`config.mk`:
```
export PLATFORM = sky130hd
export DESIGN_NAME = fixed_io_mapping_slot_allocator
export DESIGN_NICKNAME = d
export VERILOG_FILES = /design/src/design/fioms_pkg.sv /design/src/design/fioms_datapath.sv /design/src/design/fioms_ctrl.sv /design/src/design/fixed_io_mapping_slot_allocator.sv
export SDC_FILE = /design/constraint.sdc
export NUM_CORES = 2
export LEC_CHECK = 0
export BUFFER_PORTS_ARGS = -buffer_cell sky130_fd_sc_hd__buf_2
export CAP_MARGIN = 20
export CELL_PAD_IN_SITES_DETAIL_PLACEMENT = 0
export CELL_PAD_IN_SITES_GLOBAL_PLACEMENT = 1
export CORE_MARGIN = 2
export CORE_UTILIZATION = 54
export DETAILED_ROUTE_END_ITERATION = 12
export GPL_TIMING_DRIVEN = 0
export PLACE_DENSITY = 0.81
export SETUP_SLACK_MARGIN = 0.05
export SYNTH_ARGS = -nofsm -noshare
export SYNTH_HDL_FRONTEND = slang
export SYNTH_SLANG_ARGS = --single-unit
```
`constraint.sdc`:
```
create_clock -name aclk -period 15.66 [get_ports aclk]
set_clock_uncertainty 0.15 [all_clocks]
set_input_delay 1.566 -clock aclk [delete_from_list [all_inputs] [get_ports aclk]]
set_output_delay 1.566 -clock aclk [all_outputs]
set_load 0.03 [all_outputs]
```
`src/design/fioms_pkg.sv`:
```
// Shared types, codes and constants for the fixed I/O mapping slot allocator.
`default_nettype none

package fioms_pkg;

    localparam int ADDR_W     = 64;
    localparam int SIZE_W     = 16;
    localparam int FLAGS_W    = 12;
    localparam int IDX_W      = 6;
    localparam int STATUS_W   = 2;
    localparam int CFG_IDX_W  = 1;
    localparam int CFG_DATA_W = 64;
    // page count per request; holds up to 127 pages
    localparam int PAGE_CNT_W = 7;

    localparam logic [STATUS_W-1:0] ST_OK        = 2'd0;
    localparam logic [STATUS_W-1:0] ST_NO_SLOT   = 2'd1;
    localparam logic [STATUS_W-1:0] ST_NOT_FOUND = 2'd2;
    localparam logic [STATUS_W-1:0] ST_INVALID   = 2'd3;

    localparam logic OP_MAP   = 1'b0;
    localparam logic OP_UNMAP = 1'b1;

    localparam logic [CFG_IDX_W-1:0] REG_WINDOW_BASE = 1'b0;
    localparam logic [CFG_IDX_W-1:0] REG_PAGE_FLAGS  = 1'b1;

    localparam logic [ADDR_W-1:0]  WINDOW_BASE_RST = 64'hFFFF_FFFF_FFF8_6000;
    localparam logic [FLAGS_W-1:0] PAGE_FLAGS_RST  = 12'h003;

    typedef struct packed {
        logic              operation;
        logic [ADDR_W-1:0] address;
        logic [SIZE_W-1:0] size;
    } req_t;

    typedef struct packed {
        logic [STATUS_W-1:0] status;
        logic [ADDR_W-1:0]   mapped_address;
        logic                pte_write;
        logic [IDX_W-1:0]    pte_index;
        logic [ADDR_W-1:0]   pte_value;
        logic                invalidate;
        logic [ADDR_W-1:0]   invalidate_address;
        logic                last;
    } rsp_t;

    typedef struct packed {
        logic capture;
        logic prep;
        logic check;
        logic match;
        logic commit;
        logic emit;
        logic last;
    } ctrl_cmd_t;

    typedef struct packed {
        logic                  out_free;
        logic                  err;
        logic [PAGE_CNT_W-1:0] pages;
    } ctrl_sts_t;

endpackage

`default_nettype wire

```
`src/design/fioms_datapath.sv`:
```
// Datapath: request registers, free-slot ring, slot tables, config and result register.
`default_nettype none

module fioms_datapath #(
    parameter int SLOTS          = 8,
    parameter int PAGES_PER_SLOT = 8,
    parameter int PAGE_SHIFT     = 12
) (
    input  wire logic                               aclk,
    input  wire logic                               aresetn,
    input  wire fioms_pkg::req_t                    s_data,
    input  wire logic                               cfg_valid,
    input  wire logic [fioms_pkg::CFG_IDX_W-1:0]    cfg_index,
    input  wire logic [fioms_pkg::CFG_DATA_W-1:0]   cfg_data,
    input  wire fioms_pkg::ctrl_cmd_t               cmd,
    output fioms_pkg::ctrl_sts_t                    sts,
    output logic                                    m_valid,
    input  wire logic                               m_ready,
    output fioms_pkg::rsp_t                         m_data
);

    localparam int SW    = $clog2(SLOTS);
    localparam int FCW   = $clog2(SLOTS + 1);
    localparam int PNW   = $clog2(SLOTS * PAGES_PER_SLOT);
    localparam int PGW   = ((PAGE_SHIFT > 16) ? PAGE_SHIFT : 16) + 2;
    localparam int PRW   = PGW - PAGE_SHIFT;
    localparam int PRODW = SW + 7;
    localparam int CW    = fioms_pkg::PAGE_CNT_W;

    localparam logic [63:0]    WIN_SPAN   = 64'(SLOTS * PAGES_PER_SLOT) << PAGE_SHIFT;
    localparam logic [63:0]    PAGE_BYTES = 64'd1 << PAGE_SHIFT;
    localparam logic [PGW-1:0] OFS_MASK   = PGW'((64'd1 << PAGE_SHIFT) - 64'd1);

    // configuration
    logic [63:0] window_base_reg;
    logic [11:0] page_flags_reg;

    // request
    logic        op_reg;
    logic [63:0] addr_reg;
    logic [15:0] size_reg;

    // first evaluation stage
    logic           arg_bad_reg;
    logic           below_reg;
    logic [63:0]    diff_reg;
    logic [PRW-1:0] pages_raw_reg;
    logic [SW-1:0]  take_slot_reg;

    // decision stage
    logic [1:0]    status_reg;
    logic [SW-1:0] slot_reg;
    logic [CW-1:0] pages_reg;

    // emission
    logic [63:0] mapped_reg;
    logic [63:0] page_addr_reg;
    logic [5:0]  idx_reg;

    // allocator state
    logic [SW-1:0]  ring_reg [SLOTS];
    logic [SW-1:0]  take_ptr_reg;
    logic [SW-1:0]  ret_ptr_reg;
    logic [FCW-1:0] free_cnt_reg;
    logic [63:0]    slot_addr_reg [SLOTS];
    logic [15:0]    slot_size_reg [SLOTS];

    logic            m_valid_reg;
    fioms_pkg::rsp_t rsp_reg;
    fioms_pkg::rsp_t rsp_next;

    logic [64:0]      sum_ext;
    logic [64:0]      sub_ext;
    logic [PGW-1:0]   pg_sum;
    logic [SW-1:0]    take_ptr_inc;
    logic [SW-1:0]    ret_ptr_inc;
    logic [PNW-1:0]   pn;
    logic [SW-1:0]    slot_calc;
    logic             out_of_range;
    logic             pages_over;
    logic [CW-1:0]    pages_sat;
    logic [1:0]       status_check;
    logic             mismatch;
    logic [PRODW-1:0] slot_prod;
    logic [63:0]      mapped_next;
    logic             commit_ok;

    assign sum_ext = {1'b0, addr_reg} + {49'd0, size_reg};
    assign sub_ext = {1'b0, addr_reg} - {1'b0, window_base_reg};
    assign pg_sum  = PGW'(addr_reg[PAGE_SHIFT-1:0]) + PGW'(size_reg) + OFS_MASK;

    assign take_ptr_inc = (take_ptr_reg == SW'(SLOTS - 1)) ? '0 : take_ptr_reg + SW'(1);
    assign ret_ptr_inc  = (ret_ptr_reg == SW'(SLOTS - 1)) ? '0 : ret_ptr_reg + SW'(1);

    // slot = page number / PAGES_PER_SLOT, by constant thresholds
    assign pn = diff_reg[PAGE_SHIFT +: PNW];
    always_comb begin
        slot_calc = '0;
        for (int k = 1; k < SLOTS; k++) begin
            if ({1'b0, pn} >= (PNW + 1)'(k * PAGES_PER_SLOT)) begin
                slot_calc = SW'(k);
            end
        end
    end

    assign out_of_range = (diff_reg >= WIN_SPAN);
    assign pages_over   = (32'(pages_raw_reg) > 32'(PAGES_PER_SLOT));
    assign pages_sat    = pages_over ? CW'(PAGES_PER_SLOT) : CW'(pages_raw_reg);

    always_comb begin
        if (op_reg == fioms_pkg::OP_MAP) begin
            if (arg_bad_reg || pages_over) begin
                status_check = fioms_pkg::ST_INVALID;
            end else if (free_cnt_reg == '0) begin
                status_check = fioms_pkg::ST_NO_SLOT;
            end else begin
                status_check = fioms_pkg::ST_OK;
            end
        end else begin
            if (arg_bad_reg || below_reg || out_of_range) begin
                status_check = fioms_pkg::ST_INVALID;
            end else if (free_cnt_reg >= FCW'(SLOTS)) begin
                status_check = fioms_pkg::ST_NOT_FOUND;
            end else begin
                status_check = fioms_pkg::ST_OK;
            end
        end
    end

    // a free slot holds address zero and never matches a legal request
    assign mismatch = (slot_addr_reg[slot_reg] != addr_reg) ||
                      (slot_size_reg[slot_reg] != size_reg);

    assign slot_prod   = PRODW'(slot_reg) * PRODW'(PAGES_PER_SLOT);
    assign mapped_next = window_base_reg +
                         ((64'(slot_prod) << PAGE_SHIFT) | 64'(addr_reg[PAGE_SHIFT-1:0]));
    assign commit_ok   = cmd.commit && (status_reg == fioms_pkg::ST_OK);

    always_comb begin
        rsp_next        = '0;
        rsp_next.status = status_reg;
        rsp_next.last   = cmd.last;
        if (status_reg == fioms_pkg::ST_OK) begin
            rsp_next.pte_write = 1'b1;
            rsp_next.pte_index = idx_reg;
            if (op_reg == fioms_pkg::OP_MAP) begin
                rsp_next.mapped_address = mapped_reg;
                rsp_next.pte_value      = page_addr_reg | 64'(page_flags_reg);
            end else begin
                rsp_next.invalidate         = 1'b1;
                rsp_next.invalidate_address = page_addr_reg;
            end
        end
    end

    // request and evaluation registers
    always_ff @(posedge aclk) begin
        if (cmd.capture) begin
            op_reg   <= s_data.operation;
            addr_reg <= s_data.address;
            size_reg <= s_data.size;
        end
        if (cmd.prep) begin
            arg_bad_reg   <= (addr_reg == '0) || (size_reg == '0) || sum_ext[64];
            below_reg     <= sub_ext[64];
            diff_reg      <= sub_ext[63:0];
            pages_raw_reg <= pg_sum[PGW-1:PAGE_SHIFT];
            take_slot_reg <= ring_reg[take_ptr_inc];
        end
        if (cmd.check) begin
            status_reg <= status_check;
            slot_reg   <= (op_reg == fioms_pkg::OP_MAP) ? take_slot_reg : slot_calc;
            pages_reg  <= pages_sat;
        end
        if (cmd.match && (op_reg == fioms_pkg::OP_UNMAP) &&
            (status_reg == fioms_pkg::ST_OK) && mismatch) begin
            status_reg <= fioms_pkg::ST_NOT_FOUND;
        end
        if (cmd.commit) begin
            mapped_reg    <= mapped_next;
            page_addr_reg <= {addr_reg[63:PAGE_SHIFT], {PAGE_SHIFT{1'b0}}};
            idx_reg       <= slot_prod[5:0];
        end
        if (cmd.emit) begin
            page_addr_reg <= page_addr_reg + PAGE_BYTES;
            idx_reg       <= idx_reg + 6'd1;
        end
        if (cmd.emit) begin
            rsp_reg <= rsp_next;
        end
    end

    // allocator state, configuration and result valid
    always_ff @(posedge aclk) begin
        if (!aresetn) begin
            window_base_reg <= fioms_pkg::WINDOW_BASE_RST;
            page_flags_reg  <= fioms_pkg::PAGE_FLAGS_RST;
            take_ptr_reg    <= SW'(SLOTS - 1);
            ret_ptr_reg     <= SW'(SLOTS - 1);
            free_cnt_reg    <= FCW'(SLOTS);
            m_valid_reg     <= 1'b0;
            for (int i = 0; i < SLOTS; i++) begin
                ring_reg[i]      <= SW'(i);
                slot_addr_reg[i] <= '0;
                slot_size_reg[i] <= '0;
            end
        end else begin
            if (cfg_valid) begin
                case (cfg_index)
                    fioms_pkg::REG_WINDOW_BASE: window_base_reg <= cfg_data;
                    fioms_pkg::REG_PAGE_FLAGS:  page_flags_reg  <= cfg_data[11:0];
                    default: ;
                endcase
            end
            if (commit_ok) begin
                if (op_reg == fioms_pkg::OP_MAP) begin
                    free_cnt_reg            <= free_cnt_reg - FCW'(1);
                    take_ptr_reg            <= take_ptr_inc;
                    slot_addr_reg[slot_reg] <= mapped_next;
                    slot_size_reg[slot_reg] <= size_reg;
                end else begin
                    free_cnt_reg            <= free_cnt_reg + FCW'(1);
                    ret_ptr_reg             <= ret_ptr_inc;
                    ring_reg[ret_ptr_inc]   <= slot_reg;
                    slot_addr_reg[slot_reg] <= '0;
                    slot_size_reg[slot_reg] <= '0;
                end
            end
            if (cmd.emit) begin
                m_valid_reg <= 1'b1;
            end else if (m_ready) begin
                m_valid_reg <= 1'b0;
            end
        end
    end

    assign sts.out_free = !m_valid_reg || m_ready;
    assign sts.err      = (status_reg != fioms_pkg::ST_OK);
    assign sts.pages    = pages_reg;

    assign m_valid = m_valid_reg;
    assign m_data  = rsp_reg;

endmodule

`default_nettype wire

```
`src/design/fioms_ctrl.sv`:
```
// Controller: sequences evaluation, commit and one result per page, or a single error result.
`default_nettype none

module fioms_ctrl (
    input  wire logic                  aclk,
    input  wire logic                  aresetn,
    input  wire logic                  s_valid,
    output logic                       s_ready,
    output fioms_pkg::ctrl_cmd_t       cmd,
    input  wire fioms_pkg::ctrl_sts_t  sts
);

    localparam int CW = fioms_pkg::PAGE_CNT_W;

    typedef enum logic [2:0] {
        IDLE,
        PREP,
        CHECK,
        MATCH,
        COMMIT,
        EMIT
    } state_t;

    state_t        state_reg;
    state_t        state_next;
    logic [CW-1:0] cnt_reg;
    logic [CW-1:0] cnt_next;
    logic          s_ready_reg;
    logic          last_page;

    assign last_page = sts.err || (CW'(cnt_reg + CW'(1)) == sts.pages);

    always_comb begin
        cmd         = '0;
        state_next  = state_reg;
        cnt_next    = cnt_reg;
        case (state_reg)
            IDLE: begin
                if (s_valid) begin
                    cmd.capture = 1'b1;
                    state_next  = PREP;
                end
            end
            PREP: begin
                cmd.prep   = 1'b1;
                state_next = CHECK;
            end
            CHECK: begin
                cmd.check  = 1'b1;
                state_next = MATCH;
            end
            MATCH: begin
                cmd.match  = 1'b1;
                state_next = COMMIT;
            end
            COMMIT: begin
                cmd.commit = 1'b1;
                cnt_next   = '0;
                state_next = EMIT;
            end
            EMIT: begin
                if (sts.out_free) begin
                    cmd.emit = 1'b1;
                    cmd.last = last_page;
                    if (last_page) begin
                        state_next = IDLE;
                    end else begin
                        cnt_next = cnt_reg + CW'(1);
                    end
                end
            end
            default: begin
                state_next = IDLE;
            end
        endcase
    end

    always_ff @(posedge aclk) begin
        if (!aresetn) begin
            state_reg   <= IDLE;
            cnt_reg     <= '0;
            s_ready_reg <= 1'b1;
        end else begin
            state_reg   <= state_next;
            cnt_reg     <= cnt_next;
            s_ready_reg <= (state_next == IDLE);
        end
    end

    assign s_ready = s_ready_reg;

endmodule

`default_nettype wire

```
`src/design/fixed_io_mapping_slot_allocator.sv`:
```
// Top level of the fixed I/O mapping slot allocator.
// Usage:
//   s_valid/s_ready/s_data carry one map or unmap request per transaction.
//   m_valid/m_ready/m_data return the results: one per page of the range
//   (page table write, plus an invalidate on unmap), or a single error result.
//   m_data.last marks the final result of a request.
//   cfg_valid/cfg_ready/cfg_index/cfg_data write window_base (index 0) and
//   page_flags (index 1); cfg_ready is always high. Write only while idle.
// Timing:
//   A request passes the states PREP (argument check), CHECK (range/slot
//   decode), MATCH (stored-entry compare) and COMMIT, then EMIT gives one
//   result per cycle while the output register is free. A new request is
//   accepted only after the last result of the previous one is loaded.
//   The per-page emit step of the controller sets the rate.
// Reset:
//   aresetn (synchronous, active low) restores the free ring to slot order,
//   empties all slots and reloads both config registers; no sweep follows.
// Stall:
//   Results sit in an output register; while it is not taken the controller
//   holds the next result, and a new request is taken once the last one is
//   loaded even if it still waits.
`default_nettype none

module fixed_io_mapping_slot_allocator #(
    parameter int SLOTS          = 8,
    parameter int PAGES_PER_SLOT = 8,
    parameter int PAGE_SHIFT     = 12
) (
    input  wire logic                              aclk,
    input  wire logic                              aresetn,
    input  wire logic                              s_valid,
    output logic                                   s_ready,
    input  wire fioms_pkg::req_t                   s_data,
    output logic                                   m_valid,
    input  wire logic                              m_ready,
    output fioms_pkg::rsp_t                        m_data,
    input  wire logic                              cfg_valid,
    output logic                                   cfg_ready,
    input  wire logic [fioms_pkg::CFG_IDX_W-1:0]   cfg_index,
    input  wire logic [fioms_pkg::CFG_DATA_W-1:0]  cfg_data
);

    fioms_pkg::ctrl_cmd_t cmd;
    fioms_pkg::ctrl_sts_t sts;

    // config registers take a write in any cycle
    assign cfg_ready = 1'b1;

    fioms_ctrl u_ctrl (
        .aclk    (aclk),
        .aresetn (aresetn),
        .s_valid (s_valid),
        .s_ready (s_ready),
        .cmd     (cmd),
        .sts     (sts)
    );

    fioms_datapath #(
        .SLOTS          (SLOTS),
        .PAGES_PER_SLOT (PAGES_PER_SLOT),
        .PAGE_SHIFT     (PAGE_SHIFT)
    ) u_datapath (
        .aclk      (aclk),
        .aresetn   (aresetn),
        .s_data    (s_data),
        .cfg_valid (cfg_valid),
        .cfg_index (cfg_index),
        .cfg_data  (cfg_data),
        .cmd       (cmd),
        .sts       (sts),
        .m_valid   (m_valid),
        .m_ready   (m_ready),
        .m_data    (m_data)
    );

`ifndef SYNTHESIS
    // a result is never loaded over one that is still waiting
    a_emit_free: assert property (@(posedge aclk) disable iff (!aresetn)
        cmd.emit |-> (!m_valid || m_ready))
        else $error("result loaded over a pending transaction");

    // no result goes out in the cycle right after a request is taken
    a_accept_gap: assert property (@(posedge aclk) disable iff (!aresetn)
        (s_valid && s_ready) |=> !cmd.emit)
        else $error("result emitted before request was evaluated");

    // error results stand alone
    a_err_last: assert property (@(posedge aclk) disable iff (!aresetn)
        (m_valid && (m_data.status != fioms_pkg::ST_OK)) |-> m_data.last)
        else $error("error result not marked last");

    // every successful result writes a page table entry
    a_ok_write: assert property (@(posedge aclk) disable iff (!aresetn)
        (m_valid && !m_data.pte_write) |-> (m_data.status != fioms_pkg::ST_OK))
        else $error("ok result without page table write");
`endif

endmodule

`default_nettype wire
```
Yosys cells after proc, flatten, opt, wreduce, memory -nomap -nowiden. Memories as Yosys holds them, arrays and structs flattened. A register that Yosys moved wholly into a read port is not among the register bits. Cells that the tools add are included.

Register bits after elaboration: 600. Bits in writable memories: 664. Input port bits: 151. Output and inout port bits: 206. Logic and storage cells: 171. Memories: 3.

Memories: u_datapath.slot_addr_reg (words 8, width 64, read ports 1, clocked after memory_dff 1, write ports 8, RTL line fioms_datapath.sv:65) `logic [63:0] slot_addr_reg [SLOTS];`; u_datapath.slot_size_reg (words 8, width 16, read ports 1, clocked after memory_dff 1, write ports 8, RTL line fioms_datapath.sv:66) `logic [15:0] slot_size_reg [SLOTS];`; u_datapath.ring_reg (words 8, width 3, read ports 1, clocked after memory_dff 1, write ports 8, RTL line fioms_datapath.sv:61) `logic [SW-1:0] ring_reg [SLOTS];`.

Add/sub/neg operators: 12. Order comparisons: 10. Equal/unequal tests: 12. Mux-type cells: 62. Bitwise logic cells: 7. Reductions and logical operators: 34.

Operators with widths (number): two-way mux 64 bit (5); two-way mux 136 bit (1); adder 64 x 16 -> 65 bit (1); two-way mux 65 bit (1); subtractor 64 x 64 -> 65 bit (1); adder 64 x 13 -> 64 bit, second input constant (1); adder 64 bit (1); >= comparator 64 x 19 -> 1 bit, second input constant (1); logical NOT 64 bit (1); inequality test 64 bit (1); OR 64 x 12 -> 64 bit (1); OR reduction 64 bit (1); two-way mux 3 bit (18); two-way mux 16 bit (2); >= comparator 6 bit, second input constant (4); two-way mux 1 bit (22); adder 18 x 12 -> 18 bit, second input constant (1); OR 18 x 12 -> 18 bit (1); one-hot mux 3 bit (6 select lines) (1); adder 12 x 16 -> 17 bit (1); logical NOT 16 bit (1); inequality test 16 bit (1); OR reduction 16 bit (1); two-way mux 7 bit (2); other kinds (31) (66).

Logic depth before layout (Yosys ltp).
Word-level depth: 10. Gate-level depth with buffers: 14. Depth with buffers taken out: 13.

Cells and area by module. A second synthesis with hierarchy kept.

Cell total of the unflattened synthesis: 4416. Area, all modules: 56887.1 um^2.

Modules (own cells, without submodules): fioms_datapath (times used 1, cells each 4324, area an instance 56046.3 um^2); fioms_ctrl (times used 1, cells each 90, area an instance 829.5 um^2); fixed_io_mapping_slot_allocator (times used 1, cells each 2, area an instance 11.3 um^2).

Worst setup path before layout. No wires, ideal clock.

Path kind: input to register. Start: input port s_valid. End: register u_ctrl.state_reg[0]. Arrival time: 10.563 ns. Data required time: 15.390 ns. Path slack: 4.827 ns. Stages: 3. Path buffers: 0. Cells stage by stage: nor4b_1 -> nor2b_1 -> a221oi_1.

Longest elaborated chain between the ends: 2.

RTL lines: start: declaration (RTL line fixed_io_mapping_slot_allocator.sv:31) `input wire logic s_valid,`; two-way mux 3 bit (RTL line fioms_ctrl.sv:39) `if (s_valid) begin`; one-hot mux 3 bit (6 select lines) (RTL line fioms_ctrl.sv:37) `case (state_reg)`; end signal: assignment (RTL line fioms_ctrl.sv:84) `state_reg <= state_next;`; end: declaration (RTL line fioms_ctrl.sv:24) `state_t state_reg;`.

No other way between the ends. A chain may end at the register's enable or synchronous reset.

Worst setup path in the final report.
Start: register u_datapath.addr_reg[1]. End: register u_datapath.mapped_reg[40] (data pin).

Longest elaborated chain between the ends: 2.

RTL lines: start: declaration (RTL line fioms_datapath.sv:40) `logic [63:0] addr_reg;`; start signal: assignment (RTL line fioms_datapath.sv:160) `addr_reg <= s_data.address;`; OR 18 x 12 -> 18 bit (RTL line fioms_datapath.sv:136) `((64'(slot_prod) << PAGE_SHIFT) | 64'(addr_reg[PAGE_SHIFT-1:0]));`; adder 64 bit (RTL line fioms_datapath.sv:135) `assign mapped_next = window_base_reg +`; via u_datapath.mapped_next[40] (RTL line fioms_datapath.sv:85) `logic [63:0] mapped_next;`; end signal: assignment (RTL line fioms_datapath.sv:180) `mapped_reg <= mapped_next;`; end: declaration (RTL line fioms_datapath.sv:56) `logic [63:0] mapped_reg;`.

The timed path passes the listed nets, and every way through them passes these cells.

==> out/results.txt <==
Status = completed
Post-DRT Antenna Nets = 0
Asr flop ratio synth = 0%
Avg Inst Size Synth = 12.88 sq um
Drt first pass iters = 6
RSZ-0062 raised after global routing = false
Detail Placement HPWL = 133500 um
Startpoint Class = flop
Finished Cell Area = 65320 sq um
Final net count = 5210
R2R setup slack = 10.30 ns
Commonest non-fill, non-tap cell in the layout = edfxtp_1
Clk Latency, worst-skew pair = 0.77 ns
DRT iter0 DRCs = 5830
Post-DP Area = 60960 sq um
Hold Crit Class = flop to flop
Global-route wire length before repair = 261200 um
Final hold slack = 0.3032 ns
Worst-Margin Slew = 1.244 ns
I/O pin count = 357
Port buffer count = 343
Register bit count reported by yosys = 1230
Final wirelength = 185100 um
Rel. slew slack = 17.09%
Post-synth EDFFs = 1127
DIE AREA = 107100 sq um
Worst EP required = 15.95 ns
Via Count = 39760
Leak pwr = 0.02575 uW
Worst ir drop on vdd = 0.0001136 V
Arr. time, crit path = 5.65 ns
Core area = 103600 sq um
Fmax = 186.6 MHz
GPL Wtd Cong = 0.9645
Worst R2R End = u_datapath.mapped_reg[40]
CTS root buf = clkbuf_16
Fillers = 8012
CTS sink cnt = 1230
Max FFs per register = 512
Yosys warning total = 0
Layout area overhead = 15.77%
Reg area = 35900 sq um
Commonest non-fill, non-tap cells in the layout = edfxtp_1 (1127), nor2_1 (735), buf_2 (355)
Synth Flop Type = edfxtp_1
PwrDens = 135.0 nW/um^2
CTS H-tree lvls = 4
Height of the die = 327.2 um
WL per Instance = 28.75 um
Hold_buf cts = 0
TritonCTS Buffers = 132
Total track usage = 34.37%
CTS resizes = 0
GR Overflow Total = 0
Site row count = 118
CTS max path bufs = 3
Fin. Hold Viols = 0
Area occupied by multi-input gates = 19070 sq um
Postcts setup bufs = 0
Largest net degree at the start of global routing = 134
FF-to-FF Start = u_datapath.addr_reg[1]
CTS tree = done
Final Power = 8820 uW
Cells on worst reg2reg path = 13
Sequential-to-total area share from yosys stat = 63.64%
Via density = 6.174
Minimum clock period = 5.360 ns
Chip width = 327.2 um
Share of layout cells above drive strength 1 = 16.82%
CP Launch Point = u_datapath.addr_reg[1]
Period utilisation layout = 34.22%
Worst setup EP type = flop
Starting Density = 54.44%
Initial antenna violation count = 8
Post-synthesis cell count = 4380
Clock transition at path regs = 0.06 ns
Setup crit end = u_datapath.mapped_reg[40]
Synth unique cells = 78
Number of global-route vias before repair = 38000
DRC violations left = 0
Mapped cell area = 56420 sq um
Pins over their slew limit = 0
WS Path Type = flop to flop
# setup viols final = 0
Fin util = 63.02%
CP max FO = 10
Max_cap viols = 0
==> synthesized netlist by cell type, types with 9 or more instances <==
| library cell | n | area [sq um] |
|---|---|---|
| edfxtp_1 | 1127 | 33840 |
| mux4_2 | 165 | 3716 |
| a221oi_1 | 9 | 78.83 |
| o21bai_1 | 13 | 97.59 |
| and2_1 | 25 | 156.4 |
| o211ai_1 | 55 | 412.9 |
| buf_4 | 15 | 112.6 |
| clkbuf_1 | 203 | 762.0 |
| a211oi_1 | 12 | 90.09 |
| buf_1 | 25 | 93.84 |
| and3_1 | 207 | 1295 |
| buf_2 | 9 | 45.04 |
| inv_1 | 153 | 574.3 |
| nand4_1 | 73 | 456.7 |
| a21oi_1 | 130 | 650.6 |
| o21ai_0 | 114 | 570.6 |
| nor2b_1 | 24 | 150.1 |
| a31oi_1 | 15 | 93.84 |
| ha_1 | 104 | 1301 |
| nand3_1 | 79 | 395.4 |
| xor2_1 | 120 | 1051 |
| dfxtp_1 | 103 | 2062 |
| xnor2_1 | 137 | 1200 |
| a21o_1 | 50 | 375.4 |
| nand2_1 | 321 | 1205 |
| nor2_1 | 735 | 2759 |
| nor3_1 | 50 | 250.2 |
| nor4_1 | 63 | 394.1 |
| nand2b_1 | 25 | 156.4 |
| mux2i_1 | 83 | 830.8 |
==> logic make-up (layout without fill, tap and decap cells) <==
group	Yosys count	after routing	share of synthesized area, %
multiplexers	255	255	8.199
flip-flops	1230	1230	63.64
adder cells (fa/ha/maj)	109	109	2.466
buffers and inverters	408	1069	2.834
AND/OR/NAND/NOR	1659	1659	13.67
other	2	21	0.01331
AO/OA/AOI/OAI	457	457	5.085
XOR/XNOR	260	260	4.096
==> per-layer routing <==
layer | vias to the layer above | wire [um] | GRT usage [%]
met5 | - | 16 | 0
met4 | 4 | 9113 | 16.04
met3 | 410 | 20720 | 7.182
met2 | 2374 | 85490 | 53.67
met1 | 19720 | 69800 | 46.55
li1 | 17250 | - | -
==> through the flow <==
step / setup WS (ns) / TNS (ns) / instances
final: 10.30 / 0 / 6440
after global placement: -2.578 / -182.98 / 6117
after floorplan: 4.827 / 0 / 4394
after global routing: 10.14 / 0 / 6435
after CTS: 10.27 / 0 / 6422
after detailed placement: 10.30 / 0 / 6184
==> critical path: stages, from the launching register on <==
cell and delay (ns):
edfxtp_1 0.82, inv_1 0.22, fa_1 0.50, o21bai_1 0.15, a21oi_1 0.11, o21bai_1 0.13
a21oi_1 0.14, o21ai_0 0.32, a211o_1 0.39, a21o_1 0.19, clkbuf_1 0.56, nand3_1 0.19
xnor2_1 0.89, inv_1 0.25
==> area by class of cell <==
cell class / instances / share of cell area, %
flip-flops and latches: 1230 / 54.97
multi-input cells: 2756 / 29.19
clock buffers: 164 / 5.335
repair buffers: 423 / 4.226
well taps: 1380 / 2.643
plain buffers: 252 / 1.555
clock inverters: 74 / 1.147
inverters: 156 / 0.9118
diodes: 5 / 0.01916
==> report_power, final <==
group | internal [uW] | total (uW) | leakage [uW] | switching [uW]
Combinational | 644 | 1750 | 0.0117 | 1110
Clock | 1750 | 3080 | 0.00204 | 1330
Sequential | 3790 | 3990 | 0.0120 | 201
==> worst min path at each step <==
| stage | startpoint | endpoint | slack [ns] | cells after the start |
|---|---|---|---|---|
| floorplan | u_datapath.status_reg[1] | u_datapath.m_data[202] | 0.28 | 0 |
| global placement | u_datapath.page_flags_reg[6] | u_datapath.page_flags_reg[6] | 0.29 | 2 |
| detailed placement | u_datapath.page_flags_reg[6] | u_datapath.page_flags_reg[6] | 0.29 | 2 |
| CTS | u_datapath.page_flags_reg[6] | u_datapath.page_flags_reg[6] | 0.30 | 2 |
| global route | u_datapath.page_flags_reg[6] | u_datapath.page_flags_reg[6] | 0.32 | 2 |
| finish | u_datapath.page_flags_reg[6] | u_datapath.page_flags_reg[6] | 0.30 | 2 |
Power figures use the tool's default switching activity.
